===== src/rtl/cpwr_pkg.sv =====
// ----------------------------------------------------------------------------
// cpwr_pkg
// Shared constants, types and helpers for the card pulse width reader.
// ----------------------------------------------------------------------------
package cpwr_pkg;

    localparam int EDGES_PER_CARD = 52;
    localparam int MAX_CARDS      = 16;

    localparam int TIME_W  = 32;
    localparam int EDGE_W  = 6;
    localparam int CODE_W  = 24;
    localparam int SCALE_W = 3;
    localparam int RESP_W  = 2;
    localparam int SLOT_W  = 4;
    localparam int PROD_W  = TIME_W + SCALE_W;
    localparam int CNT_W   = $clog2(MAX_CARDS + 1);
    localparam int IDX_W   = (MAX_CARDS > 1) ? $clog2(MAX_CARDS) : 1;

    localparam logic [EDGE_W-1:0] FIRST_BIT_EDGE = EDGE_W'(5);
    localparam logic [EDGE_W-1:0] LAST_EDGE      = EDGE_W'(EDGES_PER_CARD - 1);

    localparam logic [CODE_W-1:0] PRESET_CARD = 24'hFE097C;

    localparam logic [SCALE_W-1:0] BLACK_SCALE_RST = 3'd3;
    localparam logic [SCALE_W-1:0] TOTAL_SCALE_RST = 3'd2;

    localparam logic REG_BLACK_SCALE = 1'b0;
    localparam logic REG_TOTAL_SCALE = 1'b1;

    localparam logic [RESP_W-1:0] RESP_INVALID = 2'd0;
    localparam logic [RESP_W-1:0] RESP_KNOWN   = 2'd1;
    localparam logic [RESP_W-1:0] RESP_NEW     = 2'd2;
    localparam logic [RESP_W-1:0] RESP_FULL    = 2'd3;

    localparam logic [3:0] NIB_BAD_A = 4'd10;
    localparam logic [3:0] NIB_BAD_B = 4'd11;
    localparam logic [3:0] NIB_BAD_D = 4'd13;

    typedef struct packed {
        logic              start;
        logic [CODE_W-1:0] code;
    } lk_req_t;

    typedef struct packed {
        logic              done;
        logic [RESP_W-1:0] response;
        logic [SLOT_W-1:0] slot;
    } lk_rsp_t;

    function automatic logic code_is_valid(input logic [CODE_W-1:0] code);
        logic       ok;
        logic [3:0] nib;
        ok = 1'b1;
        for (int n = 0; n < CODE_W / 4; n++)
        begin
            nib = code[4*n +: 4];
            case (nib) inside
                NIB_BAD_A, NIB_BAD_B, NIB_BAD_D: ok = 1'b0;
                default: ;
            endcase
        end
        return ok;
    endfunction

endpackage


===== src/rtl/cpwr_list.sv =====
// ----------------------------------------------------------------------------
// cpwr_list
// Card list in a synchronous RAM: linear search one entry per cycle, then
// append on a miss while room is left. Entry 0 is the fixed preset card.
// ----------------------------------------------------------------------------
module cpwr_list
(
    input  logic              clk,
    input  logic              rst_n,
    input  cpwr_pkg::lk_req_t req,
    output cpwr_pkg::lk_rsp_t rsp
);
    import cpwr_pkg::*;

    logic [CODE_W-1:0] mem [MAX_CARDS];
    logic [CODE_W-1:0] rd_data_reg;
    logic [CODE_W-1:0] code_reg;
    logic [CNT_W-1:0]  cnt_reg;
    logic [CNT_W-1:0]  addr_reg;
    logic [IDX_W-1:0]  cmp_idx_reg;
    logic              cmp_vld_reg;
    logic              busy_reg;

    logic              issue;
    logic              hit;
    logic              miss;
    logic              room;
    logic              wr_en;
    logic [CODE_W-1:0] entry;

    always_comb
    begin
        issue = busy_reg && (addr_reg < cnt_reg);
        entry = (cmp_idx_reg == '0) ? PRESET_CARD : rd_data_reg;
        hit   = busy_reg && cmp_vld_reg && (entry == code_reg);
        miss  = busy_reg && !cmp_vld_reg && (addr_reg == cnt_reg);
        room  = cnt_reg < CNT_W'(MAX_CARDS);
        wr_en = miss && room;
    end

    always_ff @(posedge clk)
    begin
        if (wr_en)
        begin
            mem[cnt_reg[IDX_W-1:0]] <= code_reg;
        end
        if (issue)
        begin
            rd_data_reg <= mem[addr_reg[IDX_W-1:0]];
        end
    end

    always_ff @(posedge clk)
    begin
        if (req.start)
        begin
            code_reg <= req.code;
        end
        if (issue)
        begin
            cmp_idx_reg <= addr_reg[IDX_W-1:0];
        end
    end

    always_ff @(posedge clk or negedge rst_n)
    begin
        if (!rst_n)
        begin
            busy_reg    <= 1'b0;
            cnt_reg     <= CNT_W'(1);
            addr_reg    <= '0;
            cmp_vld_reg <= 1'b0;
        end
        else
        begin
            if (req.start)
            begin
                busy_reg    <= 1'b1;
                addr_reg    <= '0;
                cmp_vld_reg <= 1'b0;
            end
            else if (hit || miss)
            begin
                busy_reg    <= 1'b0;
                cmp_vld_reg <= 1'b0;
                if (wr_en)
                begin
                    cnt_reg <= cnt_reg + CNT_W'(1);
                end
            end
            else if (busy_reg)
            begin
                cmp_vld_reg <= issue;
                if (issue)
                begin
                    addr_reg <= addr_reg + CNT_W'(1);
                end
            end
        end
    end

    always_comb
    begin
        rsp.done     = hit || miss;
        rsp.response = RESP_FULL;
        rsp.slot     = '0;
        if (hit)
        begin
            rsp.response = RESP_KNOWN;
            rsp.slot     = SLOT_W'(cmp_idx_reg);
        end
        else if (room)
        begin
            rsp.response = RESP_NEW;
            rsp.slot     = SLOT_W'(cnt_reg);
        end
    end

endmodule


===== src/rtl/card_pulse_width_reader.sv =====
// ----------------------------------------------------------------------------
// card_pulse_width_reader
// Decodes pulse widths of card edges into a 24-bit code, checks it and
// looks it up in (or adds it to) the stored card list.
// ----------------------------------------------------------------------------
//  channel   | dir | handshake          | payload
//  s_axis    | in  | tvalid / tready    | tdata[31:0] edge_time
//  m_axis    | out | tvalid / tready    | tdata card_code, response, slot
//  cfg       | in  | cfg_valid / ready  | cfg_index, cfg_data
//
//  One edge beat per cycle while no list search runs. After the last edge of a
//  valid card the list is searched, one RAM entry per cycle, and no edge is taken.
//  The last edge of a card is held off while a result beat is still pending.
//  No clearing pass after reset; entry 0 is a fixed preset, others fill up.
// ----------------------------------------------------------------------------
module card_pulse_width_reader
(
    input  logic                            clk,
    input  logic                            rst_n,
    input  logic                            s_axis_tvalid,
    output logic                            s_axis_tready,
    input  logic [cpwr_pkg::TIME_W-1:0]     s_axis_tdata,   // [31:0] edge_time
    output logic                            m_axis_tvalid,
    input  logic                            m_axis_tready,
    output logic [31:0]                     m_axis_tdata,   // [23:0] card_code,
                                                            // [25:24] response,
                                                            // [29:26] slot
    input  logic                            cfg_valid,
    output logic                            cfg_ready,
    input  logic                            cfg_index,
    input  logic [cpwr_pkg::SCALE_W-1:0]    cfg_data
);
    import cpwr_pkg::*;

    localparam logic ST_EDGE   = 1'b0;
    localparam logic ST_SEARCH = 1'b1;

    logic               state_reg;
    logic [EDGE_W-1:0]  edge_cnt_reg;
    logic [TIME_W-1:0]  start_time_reg;
    logic [TIME_W-1:0]  black_end_reg;
    logic [CODE_W-1:0]  shift_reg;
    logic [SCALE_W-1:0] black_scale_reg;
    logic [SCALE_W-1:0] total_scale_reg;
    logic               out_valid_reg;
    logic [CODE_W-1:0]  out_code_reg;
    logic [RESP_W-1:0]  out_resp_reg;
    logic [SLOT_W-1:0]  out_slot_reg;

    logic [TIME_W-1:0]  black;
    logic [TIME_W-1:0]  total;
    logic [PROD_W-1:0]  black_prod;
    logic [PROD_W-1:0]  total_prod;
    logic               take_bit;
    logic [CODE_W-1:0]  shift_next;
    logic               last_edge;
    logic               in_acc;
    logic               card_done;
    logic               card_ok;
    lk_req_t            lk_req;
    lk_rsp_t            lk_rsp;

    always_comb
    begin
        black      = black_end_reg - start_time_reg;
        total      = s_axis_tdata - start_time_reg;
        black_prod = PROD_W'(black) * PROD_W'(black_scale_reg);
        total_prod = PROD_W'(total) * PROD_W'(total_scale_reg);
        take_bit   = edge_cnt_reg[0] && (edge_cnt_reg >= FIRST_BIT_EDGE);
        shift_next = take_bit ? {shift_reg[CODE_W-2:0], !(black_prod > total_prod)}
                              : shift_reg;
        last_edge  = edge_cnt_reg == LAST_EDGE;
        s_axis_tready = (state_reg == ST_EDGE) && (!last_edge || !out_valid_reg);
        in_acc     = s_axis_tvalid && s_axis_tready;
        card_done  = in_acc && last_edge;
        card_ok    = code_is_valid(shift_next);
        lk_req.start = card_done && card_ok;
        lk_req.code  = shift_next;
    end

    cpwr_list u_list
    (
        .clk   (clk),
        .rst_n (rst_n),
        .req   (lk_req),
        .rsp   (lk_rsp)
    );

    assign cfg_ready     = 1'b1;
    assign m_axis_tvalid = out_valid_reg;
    assign m_axis_tdata  = {2'b00, out_slot_reg, out_resp_reg, out_code_reg};

    always_ff @(posedge clk or negedge rst_n)
    begin
        if (!rst_n)
        begin
            black_scale_reg <= BLACK_SCALE_RST;
            total_scale_reg <= TOTAL_SCALE_RST;
        end
        else if (cfg_valid && cfg_ready)
        begin
            unique case (cfg_index)
                REG_BLACK_SCALE: black_scale_reg <= cfg_data;
                REG_TOTAL_SCALE: total_scale_reg <= cfg_data;
            endcase
        end
    end

    always_ff @(posedge clk or negedge rst_n)
    begin
        if (!rst_n)
        begin
            state_reg      <= ST_EDGE;
            edge_cnt_reg   <= '0;
            start_time_reg <= '0;
            black_end_reg  <= '0;
            shift_reg      <= '0;
            out_valid_reg  <= 1'b0;
        end
        else
        begin
            if (in_acc)
            begin
                if (edge_cnt_reg[0])
                begin
                    start_time_reg <= s_axis_tdata;
                end
                else
                begin
                    black_end_reg <= s_axis_tdata;
                end
                if (last_edge)
                begin
                    edge_cnt_reg <= '0;
                    shift_reg    <= '0;
                end
                else
                begin
                    edge_cnt_reg <= edge_cnt_reg + EDGE_W'(1);
                    shift_reg    <= shift_next;
                end
            end

            unique case (state_reg)
                ST_EDGE:
                begin
                    if (card_done && card_ok)
                    begin
                        state_reg <= ST_SEARCH;
                    end
                end
                ST_SEARCH:
                begin
                    if (lk_rsp.done)
                    begin
                        state_reg <= ST_EDGE;
                    end
                end
            endcase

            if ((card_done && !card_ok) || lk_rsp.done)
            begin
                out_valid_reg <= 1'b1;
            end
            else if (m_axis_tvalid && m_axis_tready)
            begin
                out_valid_reg <= 1'b0;
            end
        end
    end

    always_ff @(posedge clk)
    begin
        if (card_done)
        begin
            out_code_reg <= shift_next;
            out_resp_reg <= RESP_INVALID;
            out_slot_reg <= '0;
        end
        else if (lk_rsp.done)
        begin
            out_resp_reg <= lk_rsp.response;
            out_slot_reg <= lk_rsp.slot;
        end
    end

    a_no_result_in_search: assert property (@(posedge clk) disable iff (!rst_n)
        (state_reg == ST_SEARCH) |-> !m_axis_tvalid)
        else $error("result pending during list search");

    a_hold_last_edge: assert property (@(posedge clk) disable iff (!rst_n)
        (m_axis_tvalid && last_edge) |-> !s_axis_tready)
        else $error("last edge taken while result pending");

    a_done_in_search: assert property (@(posedge clk) disable iff (!rst_n)
        lk_rsp.done |-> (state_reg == ST_SEARCH))
        else $error("list done outside search");

    a_card_wraps: assert property (@(posedge clk) disable iff (!rst_n)
        card_done |=> (edge_cnt_reg == '0 && shift_reg == '0))
        else $error("edge state not cleared after card");

endmodule


===== config.mk =====
export PLATFORM = sky130hd
export DESIGN_NAME = card_pulse_width_reader
export DESIGN_NICKNAME = d
export VERILOG_FILES = /design/src/rtl/cpwr_pkg.sv /design/src/rtl/cpwr_list.sv /design/src/rtl/card_pulse_width_reader.sv
export SDC_FILE = /design/constraint.sdc
export NUM_CORES = 1
export LEC_CHECK = 0
export BUFFER_PORTS_ARGS = -buffer_cell sky130_fd_sc_hd__clkbuf_2
export CAP_MARGIN = 20
export CELL_PAD_IN_SITES_DETAIL_PLACEMENT = 0
export CELL_PAD_IN_SITES_GLOBAL_PLACEMENT = 1
export CORE_UTILIZATION = 50
export DETAILED_ROUTE_END_ITERATION = 7
export PLACE_DENSITY_LB_ADDON = 0.1
export SLEW_MARGIN = 15
export SYNTH_ARGS = -nofsm -noshare
export SYNTH_HDL_FRONTEND = slang
export SYNTH_HIERARCHICAL = 1
export SYNTH_SLANG_ARGS = --single-unit

===== constraint.sdc =====
create_clock -name clk -period 18.4 [get_ports clk]
set_input_delay 2.76 -clock clk [delete_from_list [all_inputs] [get_ports clk]]
set_output_delay 2.76 -clock clk [all_outputs]
set_load 0.05 [all_outputs]

; After elaboration in Yosys (flattened, before gate mapping)
; Memory sizes are Yosys's and may differ from the RTL's. A register that Yosys moved wholly into a read port is not among the register bits.
; Cells that the tools add are included.
[totals]
elab_cells = 122
register_bits = 172
inputBits = 41
out_inout_bits = 35
ramBits = 384
memories = 1
[op_classes]
reduce_logical = 39
addsub = 5
bitwise = 4
mux = 28
eq_ne = 22
magnitude_cmp = 4
multipliers = 2
[memory_table]
columns = name, words, width, rd, rd_clocked_by_memory_dff, wr, line
row1 = u_list.mem, 16, 24, 1, 1, 1, cpwr_list.sv:15  ; logic [CODE_W-1:0] mem [MAX_CARDS];
[ops]
columns = cell, count
row1 = $eq A4 B4 Y1 const B, 18
row2 = $mux W24, 3
row3 = $mul A32 B3 Y35, 2
row4 = $sub A32 B32 Y32, 2
row5 = $gt A35 B35 Y1, 1
row6 = $mux W5, 5
row7 = $eq A24 B24 Y1, 1
row8 = $reduce_or A3 Y1, 6
row9 = $mux W1, 17
row10 = $logic_and A1 B1 Y1, 13
row11 = $mux W6, 2
row12 = $add A5 B1 Y5 const B, 2
row13 = $reduce_and A2 Y1, 4
row14 = $reduce_bool A2 Y1, 4
row15 = $add A6 B1 Y6 const B, 1
row16 = $eq A6 B6 Y1 const B, 1
row17 = $ge A6 B3 Y1 const B, 1
row18 = $reduce_and A3 Y1, 2
row19 = $eq A5 B5 Y1, 1
row20 = $logic_not A1 Y1, 5
row21 = $lt A5 B5 Y1, 1
row22 = $lt A5 B5 Y1 const B, 1
row23 = $logic_not A4 Y1, 1
row24 = $not A1 Y1, 4
row25 = other kinds (4), 6

; Longest topological paths before layout
[logic_depth]
word_depth = 17
ltp_mapped = 38
mapped_depth_nobuf = 37

; Cells and area by module
; The synthesis kept the hierarchy.
[modules_own_cells]
columns = module, area_per_inst_um2, cells_per_inst, n_inst
row1 = cpwr_list, 17428.0, 787, 1
row2 = card_pulse_width_reader, 15143.3, 1802, 1

; Worst setup path before layout
; Ideal clock, no wire load.
[synth_timing]
kind = input port to flip-flop
from = in s_axis_tdata[0] in the netlist's numbering
to = reg u_list.addr_reg[0]
path_slack_ps = 7840
arrival_time_ps = 10435
cell_stages = 35
path_buffers = 1
setup_time_ps = 125
required_ps = 18275
cell_sequence = inv_1 ha_1 fa_1 nor2b_4 o31a_1 o2111a_2 or4_2 a21oi_1 xnor2_1 nand2_1 fa_1 inv_1 ha_1 a21oi_1 o21ai_0 a22oi_1 o41ai_1 a221oi_1 a31oi_1 o41ai_2 o21ai_0 xnor2_1 ha_1 nand4_1 nor4_1 nand2_1 nor2_1 a311oi_1 a21oi_1 o41ai_1 a21oi_1 and2_1 clkbuf_1 nor2_1 mux2_4
[synth_rtl]
columns = item, line
row1 = start: declaration, card_pulse_width_reader.sv:22  ; input logic [cpwr_pkg::TIME_W-1:0] s_axis_tdata,
row2 = end signal: assignment, cpwr_list.sv:96  ; addr_reg <= addr_reg + CNT_W'(1);
row3 = end: declaration, cpwr_list.sv:19  ; logic [CNT_W-1:0] addr_reg;

==> flow_metrics.tcl <==
set metrics [dict create \
    dpl.hpwl_mm 52.3 \
    die_area_um2 66200 \
    largest_register_ffs 384 \
    endpoint_kind "register" \
    dieWidth_um 257 \
    grt_pass1_vias 21285 \
    path_buf_inv 4 \
    syn_area_um2 32600 \
    final_nets 2957 \
    die_h_um 257 \
    rrSetupSlack_ns 8.67 \
    min_from "start_time_reg[16]" \
    hold_end "start_time_reg[16]" \
    final_cell_area_um2 36000 \
    final_antenna_net_count 0 \
    cts_sinks 580 \
    core_area_um2 64500 \
    grt_use_total 0.232 \
    drc 0 \
    reg2regPathDepth 34 \
    yosys_warnings 6 \
    rsz0062_at_grt "no" \
    routed_via_density 5.83 \
    overflow 0 \
    drt-initial-drc-count 1461 \
    regArea_um2 16800 \
    cts_resized 0 \
    syn_inst 2589 \
    skew_ns 0.0197 \
    status "completed" \
    io_buffers 72 \
    slowest_stage "or4_2" \
    num_rows 93 \
    post-cts-setup-buffer-count 0 \
    final_hold_viol_count 0 \
    antenna_found_initial 0 \
    slew_headroom 0.284 \
    final.fill_count 5388 \
    dp_cells 3465 \
    grt_start_max_net_pins 67 \
    place_area_um2 34000 \
    drv_cap 0 \
    synthFlopType "edfxtp_1" \
    wl_mm 76.0 \
    cp_data_required_time_ns 18.90 \
    seq_area_frac_synth 0.516 \
    finalSetupViolCount 0 \
    grt_pass1_wl_mm 119 \
    crit_type "input port to register" \
    cts_tree "yes" \
    path_clk_slew_ns 0.06 \
    synth_edf_count 460 \
    vias 20861 \
    io_pins 76 \
    cpLargestDelayFamily "compound AO/OA/AOI/OAI gates" \
    htree_levels 2 \
    setup_tns_ns 0 \
    clk_latency_ns 0.63 \
    power_density_nw_per_um2 178 \
    fmax_ghz 0.0918 \
    hold_depth 1 \
    n_antenna_cell 0 \
    avgSynthCellArea_um2 12.6 \
    yosysUniqueCellTypes 92 \
    critPathMaxStageDelay_ns 0.65 \
    peakVddDrop_v 0.000108 \
    async_reset_ff_frac 0.197 \
    root_buffer "clkbuf_16" \
    final_max_slew_viol_count 0 \
    p_leak_uw 0.0138 \
    cts_buffer_depth 3 \
    path_common_cell "a21oi_1" \
    path_max_fanout 35 \
    drt_first_pass_iters 5 \
    cts_hold_buf 0 \
    critPathLaunchType "input port" \
    initial_core_util 0.505 \
    place_congestion 0.900 \
    worst_slew_pin_slew_ns 1.07 \
    post_drt_wl_per_cell_um 21.2 \
    drive_above_1_share 0.169 \
    hold_path.class "register to register" \
    hold_slack_ns 0.504 \
    area_growth_pct 10.4 \
    finalCritPeriodShare 0.592 \
    cts_made_buffers 61 \
    r2r-end "u_list/cnt_reg[3]" \
    rr_startpoint "start_time_reg[1]" \
    critical_path_arrival_ns 11.39 \
    finalNonFillerCells 3577 \
    fin_crit_ns 10.89 \
    multi_input_area_um2 14600 \
    synth_seq_cells 580 \
]
-- metal layers --
| layer | track usage | routed length (um) | up-vias |
|---|---|---|---|
| met4 | 0.0764 | 2460 | 0 |
| met2 | 0.407 | 38200 | 448 |
| met1 | 0.296 | 32000 | 10506 |
| met5 | 0 | 0 | - |
| met3 | 0.0296 | 3370 | 133 |
| li1 | - | - | 9774 |
-- power by group --
group / switching [uW] / total (uW) / leakage, uW / internal, uW
combinational: 2160 / 3670 / 0.00761 / 1510
clock: 508 / 1190 / 0.000942 / 682
sequential: 54.3 / 1530 / 0.00523 / 1470
total: 2720 / 6380 / 0.0138 / 3660
-- worst register-to-register path, delay by kind of cell (launching register included) --
kind,cells,cell delay [ns]
simple gates,9,2.18
buf+inv,3,0.43
compound gates,17,4.94
xor+xnor,1,0.15
fa+ha+maj,4,1.42
flops,1,0.47
-- cells in the mapped netlist (all sizes together) (12+ instances only) --
cell type | count | share of area
fa | 64 | 0.039
and2 | 16 | 0.0031
inv | 221 | 0.025
and3 | 19 | 0.0037
nand3 | 42 | 0.0065
nand2 | 295 | 0.034
mux2 | 91 | 0.032
xnor2 | 77 | 0.021
buf | 24 | 0.0043
clkbuf | 67 | 0.0077
nor4 | 20 | 0.0042
nor3 | 31 | 0.0048
nor2 | 86 | 0.010
mux4 | 120 | 0.083
a21o | 59 | 0.014
ha | 178 | 0.068
xor2 | 39 | 0.010
o21ai | 116 | 0.018
a311oi | 12 | 0.0032
a31oi | 18 | 0.0036
nand2b | 28 | 0.0054
a211oi | 15 | 0.0035
a21oi | 128 | 0.020
nand4 | 29 | 0.0056
nor2b | 25 | 0.0050
o21bai | 26 | 0.0060
dfrtp | 110 | 0.085
edfxtp | 460 | 0.42
-- cell families (layout without fill, tap and decap cells) --
| kind of cell | after synthesis | in the layout | synth area share |
|---|---|---|---|
| XOR/XNOR | 116 | 116 | 0.0312 |
| buffers and inverters | 314 | 446 | 0.0379 |
| AO/OA/AOI/OAI | 483 | 483 | 0.0980 |
| multiplexers | 220 | 220 | 0.117 |
| flip-flops | 580 | 580 | 0.516 |
| AND/OR/NAND/NOR | 632 | 632 | 0.0921 |
| other | 2 | 3 | 0.000231 |
| adder cells (fa/ha/maj) | 242 | 242 | 0.108 |
-- layout make-up --
cell class,count,share of cell area
sequential,580,0.467
timing repair buffer,113,0.0194
multi-input combinational,1696,0.407
inverter,222,0.0232
clock buffer,84,0.0457
tap,855,0.0297
clock inverter,27,0.00786
-- worst max-delay path by stage --
stage                               start                  to  slack (ns)  cells past startpoint
after floorplan           s_axis_tdata[0]  u_list/addr_reg[0]        7.84                     35
after detailed placement  s_axis_tdata[0]   u_list/cnt_reg[3]        6.93                     35
final                     s_axis_tdata[0]   u_list/cnt_reg[3]        7.51                     35
after global placement    s_axis_tdata[0]   u_list/cnt_reg[3]        7.22                     35
after global routing      s_axis_tdata[0]   u_list/cnt_reg[3]        6.81                     37
after CTS                 s_axis_tdata[0]   u_list/cnt_reg[3]        7.51                     35
-- through the flow --
stage,worst slack [ns],utilization,power [uW]
global placement,7.22,0.527,5130
CTS,7.51,0.558,6430
detailed placement,6.93,0.528,5210
finish,7.51,0.558,6380
global route,6.81,0.558,6960
floorplan,7.84,-,4340
-- layout by cell type (no fill, tap or decap), types with 15 or more instances in the layout --
cell / count
a211oi_1: 15
nor3_1: 23
nand2b_1: 28
clkbuf_16: 61
nor4_1: 18
buf_4: 40
clkbuf_1: 20
o21ai_0: 112
xor2_1: 39
a21o_1: 59
o21bai_1: 26
inv_1: 221
and3_1: 18
nand2_1: 295
nor2_1: 78
mux4_2: 120
ha_1: 178
and2_1: 16
nand4_1: 29
edfxtp_1: 460
nor2b_1: 24
clkbuf_2: 71
fa_1: 64
a31oi_1: 17
a21oi_1: 127
xnor2_1: 77
dfrtp_1: 107
nand3_1: 42
mux2_2: 88
No activity file was read; power rests on OpenSTA's default activity.
